**config.mk**
```make
export PLATFORM = sky130hd
export DESIGN_NAME = json_string_unescaper_top_flat
export DESIGN_NICKNAME = d
export VERILOG_FILES = /design/src/hw/rtl/jsu_pkg.sv /design/src/hw/rtl/jsu_req_if.sv /design/src/hw/rtl/jsu_rsp_if.sv /design/src/hw/rtl/jsu_decoder.sv /design/src/hw/rtl/json_string_unescaper_top.sv /design/src/flat_wrapper.sv
export SDC_FILE = /design/constraint.sdc
export NUM_CORES = 1
export LEC_CHECK = 0
export BUFFER_PORTS_ARGS = -buffer_cell sky130_fd_sc_hd__buf_2
export CAP_MARGIN = 20
export CORE_MARGIN = 2
export CORE_UTILIZATION = 45
export DETAILED_ROUTE_END_ITERATION = 12
export GPL_ROUTABILITY_DRIVEN = 0
export SETUP_SLACK_MARGIN = 0.15
export SLEW_MARGIN = 10
export SYNTH_ARGS = -nofsm -noshare
export SYNTH_HDL_FRONTEND = slang
export SYNTH_SLANG_ARGS = --single-unit
```
**constraint.sdc**
```tcl
create_clock -name clock -period 10.9 [get_ports clock]
set_input_delay 0.545 -clock clock [delete_from_list [all_inputs] [get_ports clock]]
set_output_delay 0.545 -clock clock [all_outputs]
set_load 0.005 [all_outputs]
```
**src/hw/rtl/jsu_pkg.sv**
```systemverilog
`default_nettype none
// ---------------------------------------------------------------------------
// jsu_pkg
// Shared types, constants and helpers of the JSON string unescaper.
// ---------------------------------------------------------------------------
package jsu_pkg;

   localparam int MAX_CAPACITY = 4096;
   localparam int BYTE_W       = 8;
   localparam int CAP_W        = 13;
   localparam int LEN_W        = 12;
   localparam int HEX_W        = 16;
   localparam int KIND_W       = 2;
   localparam int CAUSE_W      = 2;
   localparam int HEX_CNT_W    = 2;

   localparam logic [CAP_W-1:0] CAP_RESET = CAP_W'(256);
   localparam logic [CAP_W-1:0] CAP_LIMIT = CAP_W'(MAX_CAPACITY);
   localparam logic [HEX_W-1:0] HEX_KEEP_LIMIT = HEX_W'(16'h0080);
   localparam logic [HEX_CNT_W-1:0] HEX_LAST = HEX_CNT_W'(3);

   localparam logic [BYTE_W-1:0] CH_NUL    = 8'h00;
   localparam logic [BYTE_W-1:0] CH_TAB    = 8'h09;
   localparam logic [BYTE_W-1:0] CH_LF     = 8'h0A;
   localparam logic [BYTE_W-1:0] CH_CR     = 8'h0D;
   localparam logic [BYTE_W-1:0] CH_SPACE  = 8'h20;
   localparam logic [BYTE_W-1:0] CH_QUOTE  = 8'h22;
   localparam logic [BYTE_W-1:0] CH_BSLASH = 8'h5C;
   localparam logic [BYTE_W-1:0] CH_N      = 8'h6E;
   localparam logic [BYTE_W-1:0] CH_T      = 8'h74;
   localparam logic [BYTE_W-1:0] CH_U      = 8'h75;
   localparam logic [BYTE_W-1:0] CH_0      = 8'h30;
   localparam logic [BYTE_W-1:0] CH_9      = 8'h39;
   localparam logic [BYTE_W-1:0] CH_LA     = 8'h61;
   localparam logic [BYTE_W-1:0] CH_LF_HEX = 8'h66;
   localparam logic [BYTE_W-1:0] CH_UA     = 8'h41;
   localparam logic [BYTE_W-1:0] CH_UF     = 8'h46;

   typedef enum logic [1:0] {
      PH_WAIT = 2'd0,
      PH_IN   = 2'd1,
      PH_ESC  = 2'd2,
      PH_HEX  = 2'd3
   } phase_type;

   typedef enum logic [KIND_W-1:0] {
      KIND_CHAR  = 2'd0,
      KIND_END   = 2'd1,
      KIND_ERROR = 2'd2
   } kind_type;

   typedef enum logic [CAUSE_W-1:0] {
      CAUSE_NO_QUOTE = 2'd0,
      CAUSE_NUL      = 2'd1,
      CAUSE_BAD_ESC  = 2'd2,
      CAUSE_BAD_HEX  = 2'd3
   } cause_type;

   typedef struct packed {
      logic                fire;
      kind_type            kind;
      logic [BYTE_W-1:0]   char_out;
      logic [LEN_W-1:0]    kept_length;
      cause_type           error_cause;
   } result_type;

   // {digit valid, digit value}
   function automatic logic [4:0] hex_digit(input logic [BYTE_W-1:0] c);
      logic [4:0] r;
      r = 5'd0;
      if (c >= CH_0 && c <= CH_9) begin
         r = {1'b1, 4'(c - CH_0)};
      end else if (c >= CH_LA && c <= CH_LF_HEX) begin
         r = {1'b1, 4'(c - CH_LA + 8'd10)};
      end else if (c >= CH_UA && c <= CH_UF) begin
         r = {1'b1, 4'(c - CH_UA + 8'd10)};
      end
      return r;
   endfunction

endpackage
`default_nettype wire

```
**src/hw/rtl/jsu_req_if.sv**
```systemverilog
`default_nettype none
// ---------------------------------------------------------------------------
// jsu_req_if
// Request channel: one raw text byte per request.
// ---------------------------------------------------------------------------
interface jsu_req_if;
   import jsu_pkg::*;

   logic              valid;
   logic              ready;
   logic [BYTE_W-1:0] in_byte;

   modport source (output valid, output in_byte, input ready);
   modport sink   (input valid, input in_byte, output ready);
endinterface
`default_nettype wire

```
**src/hw/rtl/jsu_rsp_if.sv**
```systemverilog
`default_nettype none
// ---------------------------------------------------------------------------
// jsu_rsp_if
// Result channel: decoded character, end of string or error.
// ---------------------------------------------------------------------------
interface jsu_rsp_if;
   import jsu_pkg::*;

   logic               valid;
   logic               ready;
   logic [KIND_W-1:0]  kind;
   logic [BYTE_W-1:0]  char_out;
   logic [LEN_W-1:0]   kept_length;
   logic [CAUSE_W-1:0] error_cause;

   modport source (output valid, output kind, output char_out, output kept_length,
                   output error_cause, input ready);
   modport sink   (input valid, input kind, input char_out, input kept_length,
                   input error_cause, output ready);
endinterface
`default_nettype wire

```
**src/hw/rtl/jsu_decoder.sv**
```systemverilog
`default_nettype none
// ---------------------------------------------------------------------------
// jsu_decoder
// Parser state and per-byte update: quote detection, escapes, hex digits and
// the saturating kept count.
// ---------------------------------------------------------------------------
module jsu_decoder (
   input  wire logic                      clock,
   input  wire logic                      reset,
   input  wire logic                      step_en,
   input  wire logic [jsu_pkg::BYTE_W-1:0] in_byte,
   input  wire logic [jsu_pkg::CAP_W-1:0]  capacity,
   output jsu_pkg::result_type            result
);
   import jsu_pkg::*;

   phase_type              phase_ff, phase_in;
   logic [HEX_CNT_W-1:0]   hex_cnt_ff, hex_cnt_in;
   logic [HEX_W-1:0]       hex_val_ff, hex_val_in;
   logic [LEN_W-1:0]       kept_ff, kept_in;

   logic [CAP_W-1:0]       cap_eff;
   logic [CAP_W-1:0]       kept_plus;
   logic [4:0]             digit;
   logic [HEX_W-1:0]       hex_shift;
   logic                   keep_req;
   logic [BYTE_W-1:0]      keep_char;
   logic                   fail_req;
   cause_type              fail_cause;
   logic                   end_req;

   assign cap_eff   = (capacity > CAP_LIMIT) ? CAP_LIMIT : capacity;
   assign kept_plus = {1'b0, kept_ff} + CAP_W'(1);
   assign digit     = hex_digit(in_byte);
   assign hex_shift = {hex_val_ff[HEX_W-5:0], digit[3:0]};

   always_comb begin
      phase_in   = phase_ff;
      hex_cnt_in = hex_cnt_ff;
      hex_val_in = hex_val_ff;
      kept_in    = kept_ff;
      keep_req   = 1'b0;
      keep_char  = in_byte;
      fail_req   = 1'b0;
      fail_cause = CAUSE_NO_QUOTE;
      end_req    = 1'b0;

      case (phase_ff)
         PH_WAIT: begin
            if (in_byte == CH_QUOTE) begin
               phase_in = PH_IN;
               kept_in  = '0;
            end else if (in_byte != CH_SPACE && in_byte != CH_TAB &&
                         in_byte != CH_LF && in_byte != CH_CR) begin
               kept_in    = '0;
               fail_req   = 1'b1;
               fail_cause = CAUSE_NO_QUOTE;
            end
         end
         PH_IN: begin
            if (in_byte == CH_QUOTE) begin
               end_req  = 1'b1;
               phase_in = PH_WAIT;
            end else if (in_byte == CH_NUL) begin
               fail_req   = 1'b1;
               fail_cause = CAUSE_NUL;
            end else if (in_byte == CH_BSLASH) begin
               phase_in = PH_ESC;
            end else begin
               keep_req = 1'b1;
            end
         end
         PH_ESC: begin
            phase_in = PH_IN;
            if (in_byte == CH_QUOTE || in_byte == CH_BSLASH) begin
               keep_req = 1'b1;
            end else if (in_byte == CH_N) begin
               keep_req  = 1'b1;
               keep_char = CH_LF;
            end else if (in_byte == CH_T) begin
               keep_req  = 1'b1;
               keep_char = CH_TAB;
            end else if (in_byte == CH_U) begin
               phase_in   = PH_HEX;
               hex_cnt_in = '0;
               hex_val_in = '0;
            end else begin
               fail_req   = 1'b1;
               fail_cause = CAUSE_BAD_ESC;
            end
         end
         PH_HEX: begin
            if (!digit[4]) begin
               fail_req   = 1'b1;
               fail_cause = CAUSE_BAD_HEX;
            end else if (hex_cnt_ff != HEX_LAST) begin
               hex_val_in = hex_shift;
               hex_cnt_in = hex_cnt_ff + HEX_CNT_W'(1);
            end else begin
               hex_val_in = '0;
               hex_cnt_in = '0;
               phase_in   = PH_IN;
               keep_req   = (hex_shift < HEX_KEEP_LIMIT);
               keep_char  = hex_shift[BYTE_W-1:0];
            end
         end
         default: begin
            phase_in = PH_WAIT;
         end
      endcase

      if (fail_req) begin
         phase_in   = PH_WAIT;
         hex_cnt_in = '0;
         hex_val_in = '0;
      end

      result             = '0;
      result.kind        = KIND_CHAR;
      result.error_cause = CAUSE_NO_QUOTE;
      if (keep_req && kept_plus < cap_eff) begin
         kept_in          = kept_plus[LEN_W-1:0];
         result.fire      = 1'b1;
         result.char_out  = keep_char;
      end else if (end_req) begin
         result.fire = 1'b1;
         result.kind = KIND_END;
      end else if (fail_req) begin
         result.fire        = 1'b1;
         result.kind        = KIND_ERROR;
         result.error_cause = fail_cause;
      end
      result.kept_length = kept_in;
   end

   always_ff @(posedge clock) begin
      if (reset) begin
         phase_ff   <= PH_WAIT;
         hex_cnt_ff <= '0;
         hex_val_ff <= '0;
         kept_ff    <= '0;
      end else if (step_en) begin
         phase_ff   <= phase_in;
         hex_cnt_ff <= hex_cnt_in;
         hex_val_ff <= hex_val_in;
         kept_ff    <= kept_in;
      end
   end

   // an error always returns to waiting for the opening quote
   assert property (@(posedge clock) disable iff (reset)
      step_en && result.fire && result.kind == KIND_ERROR |=> phase_ff == PH_WAIT)
      else $error("jsu_decoder: error did not return to wait");

   // a kept character advances the count by exactly one
   assert property (@(posedge clock) disable iff (reset)
      step_en && result.fire && result.kind == KIND_CHAR |=>
      kept_ff == $past(kept_ff) + LEN_W'(1))
      else $error("jsu_decoder: kept count slip");

   // hex digit count only moves while reading hex digits
   assert property (@(posedge clock) disable iff (reset)
      hex_cnt_ff != '0 |-> phase_ff == PH_HEX)
      else $error("jsu_decoder: stray hex digit count");

   // kept count never reaches the effective capacity
   assert property (@(posedge clock) disable iff (reset)
      kept_ff != '0 |-> {1'b0, kept_ff} < cap_eff || $past(capacity) != capacity ||
      !$stable(capacity) || kept_ff == $past(kept_ff))
      else $error("jsu_decoder: kept count over capacity");
endmodule
`default_nettype wire

```
**src/hw/rtl/json_string_unescaper_top.sv**
```systemverilog
`default_nettype none
// ---------------------------------------------------------------------------
// json_string_unescaper_top
// Decodes a quoted JSON string one byte per request.
// ---------------------------------------------------------------------------
// One byte is taken every clock cycle while the result side keeps up. A byte
// passes through an input register, the parser update in jsu_decoder and a
// result register. Bytes that give no result (whitespace before the opening
// quote, the opening quote, backslash, all but the last hex digit, dropped
// characters) still move through at one per cycle while the result side
// keeps up. The per-byte parser update is the only loop. csr_wr_data sets
// the output buffer capacity (terminator included, clamped to 4096); write
// it only while no bytes are in flight.
module json_string_unescaper_top (
   input  wire logic                       clock,
   input  wire logic                       reset,
   jsu_req_if.sink                         req_ch,
   jsu_rsp_if.source                       rsp_ch,
   input  wire logic                       csr_wr_en,
   input  wire logic [jsu_pkg::CAP_W-1:0]  csr_wr_data
);
   import jsu_pkg::*;

   logic [CAP_W-1:0]   cap_ff;
   logic               s1_valid_ff, s1_valid_in;
   logic [BYTE_W-1:0]  s1_byte_ff;
   logic               out_valid_ff, out_valid_in;
   logic [KIND_W-1:0]  out_kind_ff;
   logic [BYTE_W-1:0]  out_char_ff;
   logic [LEN_W-1:0]   out_len_ff;
   logic [CAUSE_W-1:0] out_cause_ff;
   logic               adv;
   logic               req_take;
   result_type         result;

   assign adv      = s1_valid_ff && (!out_valid_ff || rsp_ch.ready);
   assign req_take = req_ch.valid && req_ch.ready;

   assign req_ch.ready = !s1_valid_ff || adv;

   assign s1_valid_in  = req_take || (s1_valid_ff && !adv);
   assign out_valid_in = adv ? result.fire : (out_valid_ff && !rsp_ch.ready);

   jsu_decoder u_decoder (
      .clock    (clock),
      .reset    (reset),
      .step_en  (adv),
      .in_byte  (s1_byte_ff),
      .capacity (cap_ff),
      .result   (result)
   );

   always_ff @(posedge clock) begin
      if (reset) begin
         cap_ff       <= CAP_RESET;
         s1_valid_ff  <= 1'b0;
         out_valid_ff <= 1'b0;
      end else begin
         if (csr_wr_en) begin
            cap_ff <= csr_wr_data;
         end
         s1_valid_ff  <= s1_valid_in;
         out_valid_ff <= out_valid_in;
      end
   end

   always_ff @(posedge clock) begin
      if (req_take) begin
         s1_byte_ff <= req_ch.in_byte;
      end
      if (adv && result.fire) begin
         out_kind_ff  <= result.kind;
         out_char_ff  <= result.char_out;
         out_len_ff   <= result.kept_length;
         out_cause_ff <= result.error_cause;
      end
   end

   assign rsp_ch.valid       = out_valid_ff;
   assign rsp_ch.kind        = out_kind_ff;
   assign rsp_ch.char_out    = out_char_ff;
   assign rsp_ch.kept_length = out_len_ff;
   assign rsp_ch.error_cause = out_cause_ff;

   // a request is only taken into a full input register when it drains
   assert property (@(posedge clock) disable iff (reset)
      req_take && s1_valid_ff |-> adv)
      else $error("top: input register overrun");

   // a decoded character always carries a non-zero kept length
   assert property (@(posedge clock) disable iff (reset)
      out_valid_ff && out_kind_ff == KIND_CHAR |-> out_len_ff != '0)
      else $error("top: character with zero length");

   // a result register still waiting is never overwritten
   assert property (@(posedge clock) disable iff (reset)
      out_valid_ff && !rsp_ch.ready |-> !adv)
      else $error("top: result overwritten while stalled");

   // only errors carry a cause
   assert property (@(posedge clock) disable iff (reset)
      adv && result.fire && result.kind != KIND_ERROR |=>
      out_cause_ff == CAUSE_W'(CAUSE_NO_QUOTE))
      else $error("top: stray error cause");
endmodule
`default_nettype wire
```
**src/flat_wrapper.sv**
```systemverilog
// flat-port wrapper written by rule: the top's interface ports become plain ports
module json_string_unescaper_top_flat import jsu_pkg::*;
  (clock, reset, csr_wr_en, csr_wr_data, req_ch_valid, req_ch_in_byte, req_ch_ready, rsp_ch_valid, rsp_ch_kind, rsp_ch_char_out, rsp_ch_kept_length, rsp_ch_error_cause, rsp_ch_ready);
  jsu_req_if req_ch_i ();
  jsu_rsp_if rsp_ch_i ();
  input  wire logic clock;
  input  wire logic reset;
  input  wire logic csr_wr_en;
  input  wire logic [jsu_pkg::CAP_W-1:0] csr_wr_data;
  input wire logic [$bits(req_ch_i.valid)-1:0] req_ch_valid;
  input wire logic [$bits(req_ch_i.in_byte)-1:0] req_ch_in_byte;
  output wire logic [$bits(req_ch_i.ready)-1:0] req_ch_ready;
  output wire logic [$bits(rsp_ch_i.valid)-1:0] rsp_ch_valid;
  output wire logic [$bits(rsp_ch_i.kind)-1:0] rsp_ch_kind;
  output wire logic [$bits(rsp_ch_i.char_out)-1:0] rsp_ch_char_out;
  output wire logic [$bits(rsp_ch_i.kept_length)-1:0] rsp_ch_kept_length;
  output wire logic [$bits(rsp_ch_i.error_cause)-1:0] rsp_ch_error_cause;
  input wire logic [$bits(rsp_ch_i.ready)-1:0] rsp_ch_ready;
  assign req_ch_i.valid = req_ch_valid;
  assign req_ch_i.in_byte = req_ch_in_byte;
  assign req_ch_ready = req_ch_i.ready;
  assign rsp_ch_valid = rsp_ch_i.valid;
  assign rsp_ch_kind = rsp_ch_i.kind;
  assign rsp_ch_char_out = rsp_ch_i.char_out;
  assign rsp_ch_kept_length = rsp_ch_i.kept_length;
  assign rsp_ch_error_cause = rsp_ch_i.error_cause;
  assign rsp_ch_i.ready = rsp_ch_ready;
  json_string_unescaper_top u_core (.clock(clock), .reset(reset), .req_ch(req_ch_i), .rsp_ch(rsp_ch_i), .csr_wr_en(csr_wr_en), .csr_wr_data(csr_wr_data));
endmodule
```
==> run_results.csv <==
group,metric,value,unit
worst_setup_path,crit_family,"compound AO/OA/AOI/OAI gates",
clock_network,worstSkewPairLatency,350,ps
sta,clock.fmax,0.213,GHz
detailed_routing,viasPerCell,5.74,
synthesis,yosys-top-cells-area,"edfxtp_1 22%, dfxtp_1 20%, ha_1 6.6%",
cells_and_area,final_nets,550,
worst_setup_path,cp_slowest_cell,"o211a_1",
power_and_ir_drop,ir_worst_vdd,65.0,uV
worst_hold_path,hp-class,"input pin to flip-flop",
cells_and_area,layout_commonest_cell,"buf_2",
synthesis,syn_area_per_cell,9.43,um2
detailed_routing,drt_wl_total,10300,um
synthesis,synth.net_count,514,
global_route,grt_overflow,0,
worst_setup_path,critical_path.max_fanout,18,
synthesis,synth_edf_count,32,
synthesis,async_flop_share,0,
detailed_routing,ant_nets,0,
synthesis,synth_cell_types,74,
place,place.port_buffers,51,
sta,drv_slew,0,
global_route,grt_max_degree,36,
clock_network,ctsRootBufferMaster,"clkbuf_8",
cells_and_area,layout-drive-gt1-share,0.170,
global_route,grt_pass1_wl,16700,um
sta,finalSetupViolCount,0,
worst_setup_path,critPathMaxStageDelay,530,ps
place,placedCellCount,623,
cells_and_area,antenna_cells,0,
worst_setup_path,crit_chain,"ha_1 > and3_1 > nand3_1 > nor2_1 > xnor2_1 > ha_1 > a21o_1 > a21o_1 > a211oi_1 > o211a_1 > nand2_1 > a21oi_2 > buf_6",
synthesis,synthFlopType,"dfxtp_1",
detailed_routing,wl_per_cell,16.1,um
floorplanning,die_w,103,um
clock_network,post_cts_buffers,0,
clock_network,h-tree-depth,3,
clock_network,hold_buffers,0,
synthesis,synth.top_cell.area_share,0.219,
sta,slew_headroom,0.492,
global_route,grt_use_total,0.205,
floorplanning,rows,36,
clock_network,cts.clk_slew.worst_paths,80,ps
sta,hold_viol_final,0,
clock_network,cts.path.max_buffers,2,
sta,grt_setup_unrepaired,"false",
run_status,status,"completed",
cells_and_area,fillerInstances,903,
sta,fin_tns_setup,0,ps
clock_network,cts_sinks,75,
synthesis,yosysSeqAreaShare,0.415,
floorplanning,start_util,0.457,
power_and_ir_drop,powerDensity,115,nW/um2
detailed_routing,vias,3665,
global_route,grt_antenna_before_repair,0,
detailed_routing,drc_errors,0,
detailed_routing,first_iter_violations,279,
clock_network,ctsResizeCount,0,
power_and_ir_drop,power_leakage,0.00189,uW
cells_and_area,layout_common_cells,"51 x buf_2, 47 x nand2_1, 43 x dfxtp_1",
floorplanning,io_pins,52,
synthesis,yosys_warnings,0,
sta,skew,10.7,ps
floorplanning,core,9590,um2
worst_setup_path,criticalPathCategory,"flip-flop to flip-flop",
sta,finalCritPeriodShare,0.431,
synthesis,synth_top_area_cell,"edfxtp_1",
worst_setup_path,startpoint_type,"flip-flop",
synthesis,syn_inst,465,
worst_setup_path,endpoint_kind,"flip-flop",
cells_and_area,fin_cells,639,
global_route,grt_pass1_vias,3305,
run,max_cap_viol_count,0,
cells_and_area,synthToLayoutAreaGrowth,11.8,%
sta,post-route-min-period,4700,ps
worst_setup_path,crit_required,10950,ps
clock_network,cts_tree,"done",
synthesis,synth_area,4390,um2
place,dp_hpwl,7460,um
worst_setup_path,cp.arrival,4740,ps
synthesis,synth_seq_cells,75,
floorplanning,die_y,103,um
sta,tightestPinTransition,759,ps
worst_setup_path,path_buf_inv,1,
detailed_routing,dr.pass1.iters,5,
clock_network,cts_buffers,9,
floorplanning,die-area,10600,um2
[state kept, by name (all words and copies together) (netlist names)]
register	flops
u_core.cap_ff	13
u_core.rsp_ch.char_out	8
u_core.rsp_ch.error_cause	2
u_core.rsp_ch.kept_length	12
u_core.rsp_ch.kind	2
u_core.rsp_ch.valid	1
u_core.s1_byte_ff	8
u_core.s1_valid_ff	1
u_core.u_decoder.hex_cnt_ff	2
u_core.u_decoder.hex_val_ff	12
u_core.u_decoder.kept_ff	12
u_core.u_decoder.phase_ff	2
[power breakdown]
part,internal [uW],switching (uW)
logic,18.1,25.8
clock network,103,107
registers,301,7.93
[stage by stage]
stage               setup slack (ps)  hold slack, ps  power (uW)   util  area (um2)
global route                    5790             349         583  0.511        4900
finish                          6200             363         563  0.511        4900
floorplan                       6490             442         343      -        4390
detailed placement              6320             468         359  0.491        4710
CTS                             6270             347         568  0.511        4900
global placement                6050             455         358  0.490        4700
[path summary, 6_finish.rpt]
| check | startpoint | endpoint | slack, ps | cells past startpoint |
|---|---|---|---|---|
| setup / recovery | u_core.u_decoder.kept_ff[0] | u_core.rsp_ch.kept_length[8] | 6200 | 13 |
| hold / removal | req_ch_in_byte[6] | u_core.s1_byte_ff[6] | 360 | 1 |
| setup reg to reg | u_core.u_decoder.kept_ff[0] | u_core.rsp_ch.kept_length[8] | 6200 | 13 |
| hold reg to reg | u_core.u_decoder.hex_val_ff[9] | u_core.u_decoder.hex_val_ff[9] | 490 | 1 |
[cells in the mapped netlist, drive strengths merged, types with 6 or more instances]
master  instances
inv            19
nand2          47
edfxtp         32
dfxtp          43
o21ai          21
ha             23
buf            13
or3             7
a21oi          21
nor3           11
a22o           17
a31oi           6
o31ai           7
and3            6
clkbuf         15
mux2i          14
o221ai          6
nor2b           6
nand2b          8
nor2           35
nand3          15
xnor2           6
[worst reg2reg max path, stage by stage, from the launching register on]
cell,delay (ps)
dfxtp_1,470
ha_1,250
and3_1,210
nand3_1,190
nor2_1,350
xnor2_1,120
ha_1,320
a21o_1,180
a21o_1,170
a211oi_1,290
o211a_1,530
nand2_1,530
a21oi_2,520
buf_6,260
[layer usage]
metal,vias up,track usage,wire length (um)
li1,1822,-,-
met1,1709,0.313,5200
met2,124,0.294,4340
met3,10,0.0339,628
met4,0,0.0628,111
met5,-,0,0
[cells by family after synthesis]
family | Yosys count | synth area share
AOI/OAI and AO/OA | 129 | 0.224
xor gates and xnor gates | 7 | 0.0140
adders and majority gates | 23 | 0.0656
buffers and inverters | 47 | 0.0436
DFF | 75 | 0.415
muxes | 17 | 0.0396
and+or+nand+nor | 167 | 0.198
[cell type report]
type,instances,area (um2),share of cell area
Clock inverter,5,31.3,0.00638
Inverter,19,71.3,0.0145
Sequential cell,75,1820,0.371
Timing Repair Buffer,53,274,0.0559
Clock buffer,11,163,0.0332
Multi-Input combinational cell,343,2380,0.485
Tap cell,133,166,0.0339
No activity file was read; power rests on OpenSTA's default activity.
